--- src/hw/rtl/ams_pkg.sv ---
// ----------------------------------------------------------------------------
// ams_pkg
// Shared types, constants and helpers of the audio module command serializer.
// ----------------------------------------------------------------------------
package ams_pkg;

  localparam int unsigned TRACK_COUNT = 512;
  localparam int unsigned FRAME_BITS  = 16;
  localparam int unsigned TRACK_W     = $clog2(TRACK_COUNT + 1);
  localparam int unsigned BITS_W      = $clog2(FRAME_BITS + 1);
  localparam int unsigned WORD_W      = 16;
  localparam int unsigned VOL_W       = 4;
  localparam int unsigned CFG_IDX_W   = 3;
  localparam int unsigned CFG_DATA_W  = 16;

  // Register reset values
  localparam logic [WORD_W-1:0] RST_PLAY_PAUSE  = 16'hFFFE;
  localparam logic [WORD_W-1:0] RST_STOP        = 16'hFFFF;
  localparam logic [WORD_W-1:0] RST_VOLUME_BASE = 16'hFFF0;
  localparam logic [VOL_W-1:0]  RST_MIN_VOLUME  = 4'd1;
  localparam logic [VOL_W-1:0]  RST_MAX_VOLUME  = 4'd7;
  localparam logic [15:0]       RST_HOLD_TICKS  = 16'd500;
  localparam logic [15:0]       RST_LOW_TICKS   = 16'd20;
  localparam logic [15:0]       RST_HALF_TICKS  = 16'd2;

  typedef enum logic [CFG_IDX_W-1:0] {
    CFG_PLAY_PAUSE_CODE  = 3'd0,
    CFG_STOP_CODE        = 3'd1,
    CFG_VOLUME_BASE_CODE = 3'd2,
    CFG_MIN_VOLUME       = 3'd3,
    CFG_MAX_VOLUME       = 3'd4,
    CFG_START_HOLD_TICKS = 3'd5,
    CFG_START_LOW_TICKS  = 3'd6,
    CFG_HALF_BIT_TICKS   = 3'd7
  } cfg_idx_e;

  typedef enum logic [3:0] {
    OP_TICK       = 4'd0,
    OP_RESET      = 4'd1,
    OP_PLAY_PAUSE = 4'd2,
    OP_PLAY_SONG  = 4'd3,
    OP_STOP       = 4'd4,
    OP_NEXT       = 4'd5,
    OP_PREV       = 4'd6,
    OP_SET_VOL    = 4'd7,
    OP_INC_VOL    = 4'd8,
    OP_DEC_VOL    = 4'd9
  } op_e;

  typedef struct packed {
    logic [WORD_W-1:0] play_pause_code;
    logic [WORD_W-1:0] stop_code;
    logic [WORD_W-1:0] volume_base_code;
    logic [VOL_W-1:0]  min_volume;
    logic [VOL_W-1:0]  max_volume;
    logic [15:0]       start_hold_ticks;
    logic [15:0]       start_low_ticks;
    logic [15:0]       half_bit_ticks;
  } cfg_t;

  typedef struct packed {
    logic [3:0]        op;
    logic [15:0]       song_index;
    logic signed [7:0] level;
    logic              busy;
  } in_item_t;

  typedef struct packed {
    logic               clock_line;
    logic               data_line;
    logic               reset_pulse;
    logic               accepted;
    logic [WORD_W-1:0]  frame_word;
    logic               sending;
    logic [VOL_W-1:0]   volume_now;
    logic [TRACK_W-1:0] track_now;
  } out_item_t;

  // Control from command logic to the frame engine, strobes qualified by fire
  typedef struct packed {
    logic              step;
    logic              start;
    logic              abort;
    logic [WORD_W-1:0] word;
  } frame_req_t;

  // Line and frame status after the current request
  typedef struct packed {
    logic              clock_line;
    logic              data_line;
    logic              sending;
    logic [WORD_W-1:0] frame_word;
  } frame_stat_t;

  // A duration of zero ticks behaves as one tick
  function automatic logic [15:0] dur(input logic [15:0] t);
    return (t == 16'd0) ? 16'd1 : t;
  endfunction

endpackage

--- src/hw/rtl/ams_cfg.sv ---
// ----------------------------------------------------------------------------
// ams_cfg
// Configuration register file, write-only.
// ----------------------------------------------------------------------------
module ams_cfg (
  input  logic                           clk_i,
  input  logic                           rst_ni,
  input  logic                           cfg_we_i,
  input  logic [ams_pkg::CFG_IDX_W-1:0]  cfg_idx_i,
  input  logic [ams_pkg::CFG_DATA_W-1:0] cfg_wdata_i,
  output ams_pkg::cfg_t                  cfg_o
);

  ams_pkg::cfg_t cfg_q, cfg_d;

  always_comb begin
    cfg_d = cfg_q;
    if (cfg_we_i) begin
      case (ams_pkg::cfg_idx_e'(cfg_idx_i))
        ams_pkg::CFG_PLAY_PAUSE_CODE:  cfg_d.play_pause_code  = cfg_wdata_i;
        ams_pkg::CFG_STOP_CODE:        cfg_d.stop_code        = cfg_wdata_i;
        ams_pkg::CFG_VOLUME_BASE_CODE: cfg_d.volume_base_code = cfg_wdata_i;
        ams_pkg::CFG_MIN_VOLUME:       cfg_d.min_volume = cfg_wdata_i[ams_pkg::VOL_W-1:0];
        ams_pkg::CFG_MAX_VOLUME:       cfg_d.max_volume = cfg_wdata_i[ams_pkg::VOL_W-1:0];
        ams_pkg::CFG_START_HOLD_TICKS: cfg_d.start_hold_ticks = cfg_wdata_i;
        ams_pkg::CFG_START_LOW_TICKS:  cfg_d.start_low_ticks  = cfg_wdata_i;
        ams_pkg::CFG_HALF_BIT_TICKS:   cfg_d.half_bit_ticks   = cfg_wdata_i;
        default: cfg_d = cfg_q;
      endcase
    end
  end

  always_ff @(posedge clk_i or negedge rst_ni) begin
    if (!rst_ni) begin
      cfg_q.play_pause_code  <= ams_pkg::RST_PLAY_PAUSE;
      cfg_q.stop_code        <= ams_pkg::RST_STOP;
      cfg_q.volume_base_code <= ams_pkg::RST_VOLUME_BASE;
      cfg_q.min_volume       <= ams_pkg::RST_MIN_VOLUME;
      cfg_q.max_volume       <= ams_pkg::RST_MAX_VOLUME;
      cfg_q.start_hold_ticks <= ams_pkg::RST_HOLD_TICKS;
      cfg_q.start_low_ticks  <= ams_pkg::RST_LOW_TICKS;
      cfg_q.half_bit_ticks   <= ams_pkg::RST_HALF_TICKS;
    end else begin
      cfg_q <= cfg_d;
    end
  end

  assign cfg_o = cfg_q;

endmodule

--- src/hw/rtl/ams_ctrl.sv ---
// ----------------------------------------------------------------------------
// ams_ctrl
// Command decode: track and volume state, frame start requests.
// ----------------------------------------------------------------------------
module ams_ctrl (
  input  logic                         clk_i,
  input  logic                         rst_ni,
  input  logic                         fire_i,
  input  ams_pkg::in_item_t            item_i,
  input  ams_pkg::cfg_t                cfg_i,
  input  logic                         framing_i,
  output ams_pkg::frame_req_t          req_o,
  output logic                         accepted_o,
  output logic                         reset_pulse_o,
  output logic [ams_pkg::TRACK_W-1:0]  track_d_o,
  output logic [ams_pkg::VOL_W-1:0]    volume_d_o
);

  logic [ams_pkg::TRACK_W-1:0] track_q, track_d;
  logic [ams_pkg::VOL_W-1:0]   vol_q, vol_d;

  logic                        start;
  logic [ams_pkg::WORD_W-1:0]  word;
  logic                        play_req, stop_req, vol_req;
  logic [15:0]                 play_idx;
  logic signed [8:0]           vol_arg;
  logic [ams_pkg::VOL_W-1:0]   vol_clamp;

  always_comb begin
    accepted_o    = 1'b1;
    reset_pulse_o = 1'b0;
    start         = 1'b0;
    word          = '0;
    track_d       = track_q;
    vol_d         = vol_q;
    play_req      = 1'b0;
    stop_req      = 1'b0;
    vol_req       = 1'b0;
    play_idx      = '0;
    vol_arg       = '0;
    vol_clamp     = '0;

    case (ams_pkg::op_e'(item_i.op))
      ams_pkg::OP_TICK: ;
      ams_pkg::OP_RESET: begin
        reset_pulse_o = 1'b1;
        track_d       = ams_pkg::TRACK_W'(ams_pkg::TRACK_COUNT);
        vol_d         = cfg_i.max_volume;
        start         = 1'b1;
        word          = cfg_i.play_pause_code;
      end
      ams_pkg::OP_PLAY_PAUSE, ams_pkg::OP_PLAY_SONG, ams_pkg::OP_STOP,
      ams_pkg::OP_NEXT, ams_pkg::OP_PREV, ams_pkg::OP_SET_VOL,
      ams_pkg::OP_INC_VOL, ams_pkg::OP_DEC_VOL: begin
        if (framing_i) begin
          accepted_o = 1'b0;
        end else begin
          case (ams_pkg::op_e'(item_i.op))
            ams_pkg::OP_PLAY_PAUSE: begin
              start = 1'b1;
              word  = item_i.busy ? cfg_i.play_pause_code : '0;
            end
            ams_pkg::OP_PLAY_SONG: begin
              play_req = 1'b1;
              play_idx = item_i.song_index;
            end
            ams_pkg::OP_STOP: stop_req = 1'b1;
            ams_pkg::OP_NEXT: begin
              play_req = 1'b1;
              play_idx = item_i.busy ? (16'(track_q) + 16'd1) : 16'd0;
            end
            ams_pkg::OP_PREV: begin
              if (item_i.busy) begin
                if (track_q == '0) begin
                  stop_req = 1'b1;
                end else begin
                  play_req = 1'b1;
                  play_idx = 16'(track_q) - 16'd1;
                end
              end
            end
            ams_pkg::OP_SET_VOL: begin
              vol_req = 1'b1;
              vol_arg = {item_i.level[7], item_i.level};
            end
            ams_pkg::OP_INC_VOL: begin
              vol_req = 1'b1;
              vol_arg = {5'd0, vol_q} + 9'sd1;
            end
            ams_pkg::OP_DEC_VOL: begin
              vol_req = 1'b1;
              vol_arg = {5'd0, vol_q} - 9'sd1;
            end
            default: ;
          endcase
        end
      end
      default: accepted_o = 1'b0;
    endcase

    // out-of-range track falls back to stop
    if (play_req) begin
      if (play_idx < 16'(ams_pkg::TRACK_COUNT)) begin
        track_d = ams_pkg::TRACK_W'(play_idx);
        start   = 1'b1;
        word    = play_idx;
      end else begin
        stop_req = 1'b1;
      end
    end

    if (stop_req) begin
      track_d = ams_pkg::TRACK_W'(ams_pkg::TRACK_COUNT);
      start   = 1'b1;
      word    = cfg_i.stop_code;
    end

    // min check wins over max check
    if (vol_req) begin
      if (vol_arg < $signed({5'd0, cfg_i.min_volume})) begin
        vol_clamp = cfg_i.min_volume;
      end else if (vol_arg > $signed({5'd0, cfg_i.max_volume})) begin
        vol_clamp = cfg_i.max_volume;
      end else begin
        vol_clamp = vol_arg[ams_pkg::VOL_W-1:0];
      end
      if (vol_clamp != vol_q) begin
        vol_d = vol_clamp;
        start = 1'b1;
        word  = ams_pkg::WORD_W'(vol_clamp) + cfg_i.volume_base_code;
      end
    end
  end

  always_ff @(posedge clk_i or negedge rst_ni) begin
    if (!rst_ni) begin
      track_q <= ams_pkg::TRACK_W'(ams_pkg::TRACK_COUNT);
      vol_q   <= ams_pkg::RST_MAX_VOLUME;
    end else if (fire_i) begin
      track_q <= track_d;
      vol_q   <= vol_d;
    end
  end

  assign req_o.step  = fire_i && (ams_pkg::op_e'(item_i.op) == ams_pkg::OP_TICK);
  assign req_o.start = fire_i && start;
  assign req_o.abort = fire_i && reset_pulse_o;
  assign req_o.word  = word;
  assign track_d_o   = track_d;
  assign volume_d_o  = vol_d;

endmodule

--- src/hw/rtl/ams_frame.sv ---
// ----------------------------------------------------------------------------
// ams_frame
// Frame engine: start hold, start low, then the bits MSB first; the phase
// timer counts down only on tick requests.
// ----------------------------------------------------------------------------
module ams_frame (
  input  logic                 clk_i,
  input  logic                 rst_ni,
  input  ams_pkg::cfg_t        cfg_i,
  input  ams_pkg::frame_req_t  req_i,
  output logic                 framing_o,
  output ams_pkg::frame_stat_t stat_d_o
);

  typedef enum logic [4:0] {
    PH_IDLE     = 5'b00001,
    PH_HOLD     = 5'b00010,
    PH_START_LOW = 5'b00100,
    PH_BIT_LOW  = 5'b01000,
    PH_BIT_HIGH = 5'b10000
  } phase_e;

  phase_e                          phase_q, phase_d;
  logic [15:0]                     timer_q, timer_d, timer_dec;
  logic [ams_pkg::FRAME_BITS-1:0]  shift_q, shift_d;
  logic [ams_pkg::BITS_W-1:0]      bits_q, bits_d;
  logic                            clock_q, clock_d;
  logic                            data_q, data_d;
  logic [ams_pkg::WORD_W-1:0]      word_q, word_d;

  assign timer_dec = (timer_q == 16'd0) ? 16'd0 : timer_q - 16'd1;

  always_comb begin
    phase_d = phase_q;
    timer_d = timer_q;
    shift_d = shift_q;
    bits_d  = bits_q;
    clock_d = clock_q;
    data_d  = data_q;
    word_d  = word_q;

    if (req_i.start) begin
      if (req_i.abort) begin
        data_d = 1'b0;
      end
      word_d  = req_i.word;
      shift_d = ams_pkg::FRAME_BITS'(req_i.word);
      bits_d  = ams_pkg::BITS_W'(ams_pkg::FRAME_BITS);
      phase_d = PH_HOLD;
      timer_d = ams_pkg::dur(cfg_i.start_hold_ticks);
      clock_d = 1'b1;
    end else if (req_i.step && (phase_q != PH_IDLE)) begin
      timer_d = timer_dec;
      if (timer_dec == 16'd0) begin
        case (phase_q)
          PH_HOLD: begin
            phase_d = PH_START_LOW;
            clock_d = 1'b0;
            timer_d = ams_pkg::dur(cfg_i.start_low_ticks);
          end
          PH_START_LOW, PH_BIT_HIGH: begin
            if ((phase_q == PH_BIT_HIGH) && (bits_q == '0)) begin
              phase_d = PH_IDLE;
              data_d  = 1'b0;
              clock_d = 1'b1;
              timer_d = 16'd0;
            end else begin
              phase_d = PH_BIT_LOW;
              clock_d = 1'b0;
              data_d  = shift_q[ams_pkg::FRAME_BITS-1];
              shift_d = shift_q << 1;
              bits_d  = bits_q - ams_pkg::BITS_W'(1);
              timer_d = ams_pkg::dur(cfg_i.half_bit_ticks);
            end
          end
          PH_BIT_LOW: begin
            phase_d = PH_BIT_HIGH;
            clock_d = 1'b1;
            timer_d = ams_pkg::dur(cfg_i.half_bit_ticks);
          end
          default: begin
            phase_d = PH_IDLE;
            clock_d = 1'b1;
            data_d  = 1'b0;
            timer_d = 16'd0;
          end
        endcase
      end
    end
  end

  always_ff @(posedge clk_i or negedge rst_ni) begin
    if (!rst_ni) begin
      phase_q <= PH_IDLE;
      timer_q <= '0;
      shift_q <= '0;
      bits_q  <= '0;
      clock_q <= 1'b1;
      data_q  <= 1'b0;
      word_q  <= '0;
    end else begin
      phase_q <= phase_d;
      timer_q <= timer_d;
      shift_q <= shift_d;
      bits_q  <= bits_d;
      clock_q <= clock_d;
      data_q  <= data_d;
      word_q  <= word_d;
    end
  end

  assign framing_o           = (phase_q != PH_IDLE);
  assign stat_d_o.clock_line = clock_d;
  assign stat_d_o.data_line  = data_d;
  assign stat_d_o.sending    = (phase_d != PH_IDLE);
  assign stat_d_o.frame_word = word_d;

endmodule

--- src/hw/rtl/audio_module_command_serializer.sv ---
// ----------------------------------------------------------------------------
// audio_module_command_serializer
// Two-wire command serializer for an audio playback module.
// ----------------------------------------------------------------------------
// One request in, one result out. A request is registered at the input; when
// the output register is free, its command and frame-timing updates are made
// and the result lands there. A new request is taken every cycle while the
// output is not stalled, as the track, volume and frame state update together
// with each result. A stalled output holds its result; the input register
// keeps taking requests until it is itself full behind a stalled output.
// Frame timing on the module lines advances only on tick requests.
module audio_module_command_serializer (
  input  logic                           clk_i,
  input  logic                           rst_ni,
  input  logic                           cfg_we_i,
  input  logic [ams_pkg::CFG_IDX_W-1:0]  cfg_idx_i,
  input  logic [ams_pkg::CFG_DATA_W-1:0] cfg_wdata_i,
  input  logic                           in_valid_i,
  output logic                           in_stall_o,
  input  ams_pkg::in_item_t              in_item_i,
  output logic                           out_valid_o,
  input  logic                           out_stall_i,
  output ams_pkg::out_item_t             out_item_o
);

  ams_pkg::cfg_t         cfg;
  ams_pkg::frame_req_t   frame_req;
  ams_pkg::frame_stat_t  frame_stat_d;
  logic                  framing;
  logic                  accepted, reset_pulse;
  logic [ams_pkg::TRACK_W-1:0] track_d;
  logic [ams_pkg::VOL_W-1:0]   volume_d;

  logic                  s1_valid_q;
  ams_pkg::in_item_t     s1_item_q;
  logic                  out_valid_q;
  ams_pkg::out_item_t    out_item_q, out_item_d;
  logic                  out_free, fire, in_take;

  assign out_free   = !out_valid_q || !out_stall_i;
  assign fire       = s1_valid_q && out_free;
  assign in_stall_o = s1_valid_q && !out_free;
  assign in_take    = in_valid_i && !in_stall_o;

  ams_cfg u_cfg (
    .clk_i       (clk_i),
    .rst_ni      (rst_ni),
    .cfg_we_i    (cfg_we_i),
    .cfg_idx_i   (cfg_idx_i),
    .cfg_wdata_i (cfg_wdata_i),
    .cfg_o       (cfg)
  );

  ams_ctrl u_ctrl (
    .clk_i         (clk_i),
    .rst_ni        (rst_ni),
    .fire_i        (fire),
    .item_i        (s1_item_q),
    .cfg_i         (cfg),
    .framing_i     (framing),
    .req_o         (frame_req),
    .accepted_o    (accepted),
    .reset_pulse_o (reset_pulse),
    .track_d_o     (track_d),
    .volume_d_o    (volume_d)
  );

  ams_frame u_frame (
    .clk_i     (clk_i),
    .rst_ni    (rst_ni),
    .cfg_i     (cfg),
    .req_i     (frame_req),
    .framing_o (framing),
    .stat_d_o  (frame_stat_d)
  );

  always_comb begin
    out_item_d.clock_line  = frame_stat_d.clock_line;
    out_item_d.data_line   = frame_stat_d.data_line;
    out_item_d.reset_pulse = reset_pulse;
    out_item_d.accepted    = accepted;
    out_item_d.frame_word  = frame_stat_d.frame_word;
    out_item_d.sending     = frame_stat_d.sending;
    out_item_d.volume_now  = volume_d;
    out_item_d.track_now   = track_d;
  end

  always_ff @(posedge clk_i or negedge rst_ni) begin
    if (!rst_ni) begin
      s1_valid_q  <= 1'b0;
      out_valid_q <= 1'b0;
    end else begin
      if (in_take) begin
        s1_valid_q <= 1'b1;
      end else if (fire) begin
        s1_valid_q <= 1'b0;
      end
      if (fire) begin
        out_valid_q <= 1'b1;
      end else if (!out_stall_i) begin
        out_valid_q <= 1'b0;
      end
    end
  end

  always_ff @(posedge clk_i) begin
    if (in_take) begin
      s1_item_q <= in_item_i;
    end
    if (fire) begin
      out_item_q <= out_item_d;
    end
  end

  assign out_valid_o = out_valid_q;
  assign out_item_o  = out_item_q;

endmodule

--- config.mk ---
export PLATFORM = sky130hd
export DESIGN_NAME = audio_module_command_serializer
export DESIGN_NICKNAME = d
export VERILOG_FILES = /design/src/hw/rtl/ams_pkg.sv /design/src/hw/rtl/ams_cfg.sv /design/src/hw/rtl/ams_ctrl.sv /design/src/hw/rtl/ams_frame.sv /design/src/hw/rtl/audio_module_command_serializer.sv
export SDC_FILE = /design/constraint.sdc
export NUM_CORES = 1
export LEC_CHECK = 0
export ABC_CLOCK_PERIOD_IN_PS = 6400
export BUFFER_PORTS_ARGS = -buffer_cell sky130_fd_sc_hd__buf_2
export CAP_MARGIN = 20
export CORE_ASPECT_RATIO = 1.75
export CORE_MARGIN = 10
export CORE_UTILIZATION = 61
export DETAILED_ROUTE_END_ITERATION = 16
export HOLD_SLACK_MARGIN = 0.12
export PLACE_DENSITY_LB_ADDON = 0.2
export SYNTH_ARGS = -nofsm -noshare
export SYNTH_HDL_FRONTEND = slang
export SYNTH_SLANG_ARGS = --single-unit
--- constraint.sdc ---
create_clock -name clk_i -period 6.4 [get_ports clk_i]
set_clock_uncertainty 0.1 [all_clocks]
set_input_delay 0.96 -clock clk_i [delete_from_list [all_inputs] [get_ports clk_i]]
set_output_delay 0.96 -clock clk_i [all_outputs]
set_load 0.02 [all_outputs]
==> impl_results.md <==
- Status: finished, final reports clean
- Slew headroom: 29.7%
- Vias in the first global route: 9255
- CP max stage cell: edfxtp_1
- Chip Height: 208 µm
- Fin. max-slew vios: 0
- Delay-heaviest family, CP: compound AO/OA/AOI/OAI gates
- Most numerous cell in the Yosys netlist: dfrtp_1
- Root buffer cell: clkbuf_16
- # Post-CTS Setup Buffers: 0
- Flop pwr share: 49.1%
- Hpwl dp: 22300 µm
- CP Data Arrival Time: 6030 ps
- Req. time, crit path: 6560 ps
- Share of cells above drive strength 1: 28.9%
- Largest net degree at the start of global routing: 99
- Psw: 1.49 mW
- CTS tree: yes
- Fill cell count: 1513
- Routed Antenna Nets: 0
- Cell repeated most along the worst path: o21ai_0
- Static Leak: 5.57 nW
- Unrepaired setup endpoints after global routing: no
- GP Congestion: 0.911
- Clk pin slew, worst setup/hold paths: 70 ps
- Layout area overhead: 10.8%
- Router iterations before antenna repair: 7
- Post-CTS Hold Buffers: 0
- Number of inserted diodes: 0
- Yosys reg bits: 244
- Part of the power in the clock network: 28.0%
- Rows: 68
- H-tree depth: 1
- Num CTS Buffers: 23
- Post-synth cell types: 95
- Worst-Skew Late Latency: 520 ps
- Crit-path max FO: 13
- Routed wire length per instance: 22.4 µm
- DRC violations left: 0
- CP Launch Type: flip-flop
- Starting Density: 62.1%
- Yosys warns: 0
- Top-area cell type share of the netlist area: 24.0%
- Post-synthesis net count: 1130
- Tot GR Track Use: 23.2%
- Final Setup Violations: 0
- Most frequent cells after synthesis: dfrtp_1 (118), mux2_2 (103), nand2_1 (94)
- Initial drt markers: 754
- Gate Count Post-Synth: 1060
- Primary FF master, synth: dfrtp_1
- Switch share: 30.6%
- Crit path cell chain: nor3b_1 > o21ai_2 > a21oi_1 > ha_1 > o21ai_0 > a32oi_1 > a2bb2oi_1 > o211ai_2 > mux2i_1 > a21oi_1 > ha_1 > inv_1 > fa_1 > nor2b_1 > o21ai_0 > nand2b_1 > and3_1 > nand2_1 > nor2_1 > nand3_1 > xnor2_1 > o21ai_0 > a2bb2oi_1
- Max Freq: 170 MHz
- Syn_area_per_cell: 11.6 µm²
- Post-synth ARST share: 73.8%
- Setup crit end kind: flip-flop
- Detailed-route via count: 8968
- Synthesized cell area: 0.0123 mm²
- Crit-path max cell delay: 580 ps
- Sink Count: 244
- Power Density: 357 mW/mm²
- Leading post-synthesis cells by cell area: dfrtp_1 (24%), edfxtp_1 (16%), dfstp_2 (13%)
- Post-CTS sizing: 0
- Post-route clock period utilization: 91.8%
- Fin area: 0.0136 mm²
- Dpl cell area: 0.0129 mm²
- Number of synthesized flops with an enable pin: 64
- Internal power: 3.38 mW
- GRT overflow: 0
- Number of max-cap violations: 0
- Routed WL: 31200 µm
- Peak VDD IR: 0.393 mV
- PortBufs: 89
- Die area: 0.0265 mm²
- First-pass GRT wire length: 50100 µm
- Die width: 127 µm
- Critical Setup Path Class: reg -> reg
- Sum of negative setup slack: 0 ps
- Vias per cell: 6.44
- Dominant cell type by area after synthesis: dfrtp_1
- Initial antenna violation count: 0
- Sequential-to-total area share from yosys stat: 52.8%
- Logic gate share of total power: 22.9%
- Nets: 1200
- Crit path time final: 5870 ps
- Buffers & Inverters on Critical Path: 1
- Clk buf depth: 3
- Worst Hold Class: reg -> reg
- Final hold vios: 0
- CORE AREA: 0.0198 mm²
- I/O Pins: 90
- Worst slew pin tran: 1050 ps
-- placed cells by master (no fill, tap or decap), types with 6 or more instances in the layout --
cell and count:
inv_1 24, a22o_1 11, o221ai_1 6, o21a_1 14, buf_2 88, o22ai_1 9
a2bb2oi_1 10, xor2_1 24, nor4_1 17, o21ai_0 33, dfrtp_1 118, nor2b_1 9
and3_1 12, nand2_1 94, edfxtp_1 64, nand3_1 18, xnor2_1 23, dfstp_2 62
a21oi_1 33, nand2b_1 13, or3_1 7, a22oi_1 35, buf_4 10, o22a_1 7
nor3_1 17, a221o_1 8, nor2_1 57, a21boi_1 9, ha_1 16, a31oi_1 18
mux2i_1 24, clkbuf_16 24, mux2_2 103, clkbuf_1 6, nand4_1 7
-- layout make-up --
cell class,instances,area (µm²),share of cell area (%)
Clock buffer,31,637,4.67
Clock inverter,11,104,0.761
Inverter,26,97.6,0.715
Multi-Input combinational cell,736,5470,40.1
Sequential cell,244,6500,47.7
Tap cell,245,307,2.25
Timing Repair Buffer,99,527,3.86
-- per-stage QoR --
stage | hold slack (ps) | worst slack [ps] | std cells | util [%] | power, mW
after global routing | 414 | 194 | 1392 | 68.8 | 5.10
after global placement | 369 | 880 | 1350 | 65.1 | 3.47
after detailed placement | 374 | 679 | 1350 | 65.1 | 3.52
after floorplan | 357 | 1440 | 1060 | - | 3.16
after CTS | 395 | 625 | 1392 | 68.8 | 4.88
final | 392 | 527 | 1392 | 68.8 | 4.87
-- registers in the layout, summed over array words and instances, names as in the netlist --
name             count
u_frame.bits_q       5
out_item_o          35
u_cfg.cfg_o        104
u_frame.word_q      16
u_frame.phase_q      5
u_ctrl.vol_q         4
s1_valid_q           1
u_frame.shift_q     16
s1_item_q           29
u_frame.clock_q      1
out_valid_o          1
u_frame.data_q       1
u_ctrl.track_q      10
u_frame.timer_q     16
-- cell families after synthesis --
group	after synthesis	synth area share, %
simple gates	296	12.7
mux	127	11.4
fa+ha+maj	17	1.79
flops	244	52.8
xor+xnor	47	3.34
buf+inv	80	3.01
compound gates	249	15.0
-- power groups by stage --
| stage | sequential [mW] | combinational, mW | clock, mW |
|---|---|---|---|
| after floorplan | 2.34 | 0.822 | 0 |
| after global placement | 2.39 | 1.08 | 0 |
| after detailed placement | 2.41 | 1.11 | 0 |
| after CTS | 2.38 | 1.12 | 1.38 |
| after global routing | 2.43 | 1.23 | 1.44 |
| final | 2.39 | 1.12 | 1.36 |
-- path summary, 6_finish.rpt --
kind                                   startpoint           endpoint  slack, ps  depth (start not counted)
worst max-delay path                s1_item_q[27]     out_item_o[29]        530                         23
worst min-delay path            u_frame.word_q[6]  u_frame.word_q[6]        390                          1
worst max register to register      s1_item_q[27]     out_item_o[29]        530                         23
worst min register to register  u_frame.word_q[6]  u_frame.word_q[6]        390                          1
max in group asynchronous                  rst_ni    u_cfg.cfg_o[44]       4400                          2
min in group asynchronous                  rst_ni    u_cfg.cfg_o[11]        420                          1
-- layer usage --
layer  share of wire (%)  wire length, µm  global-route usage, %
met1                  37            11400                   26.3
met2                  54            17000                   42.0
met3                 4.7             1470                   2.88
met4                 4.4             1360                   10.4
met5                   0                0                      0
-- worst reg2reg max path, stage by stage (launching register included) --
cell,delay (ps)
edfxtp_1,580
nor3b_1,580
o21ai_2,220
a21oi_1,360
ha_1,320
o21ai_0,80
a32oi_1,120
a2bb2oi_1,280
o211ai_2,210
mux2i_1,190
a21oi_1,320
ha_1,230
inv_1,50
fa_1,440
nor2b_1,160
o21ai_0,110
nand2b_1,120
and3_1,230
nand2_1,80
nor2_1,210
nand3_1,130
xnor2_1,140
o21ai_0,250
a2bb2oi_1,120
Power figures use the tool's default switching activity.
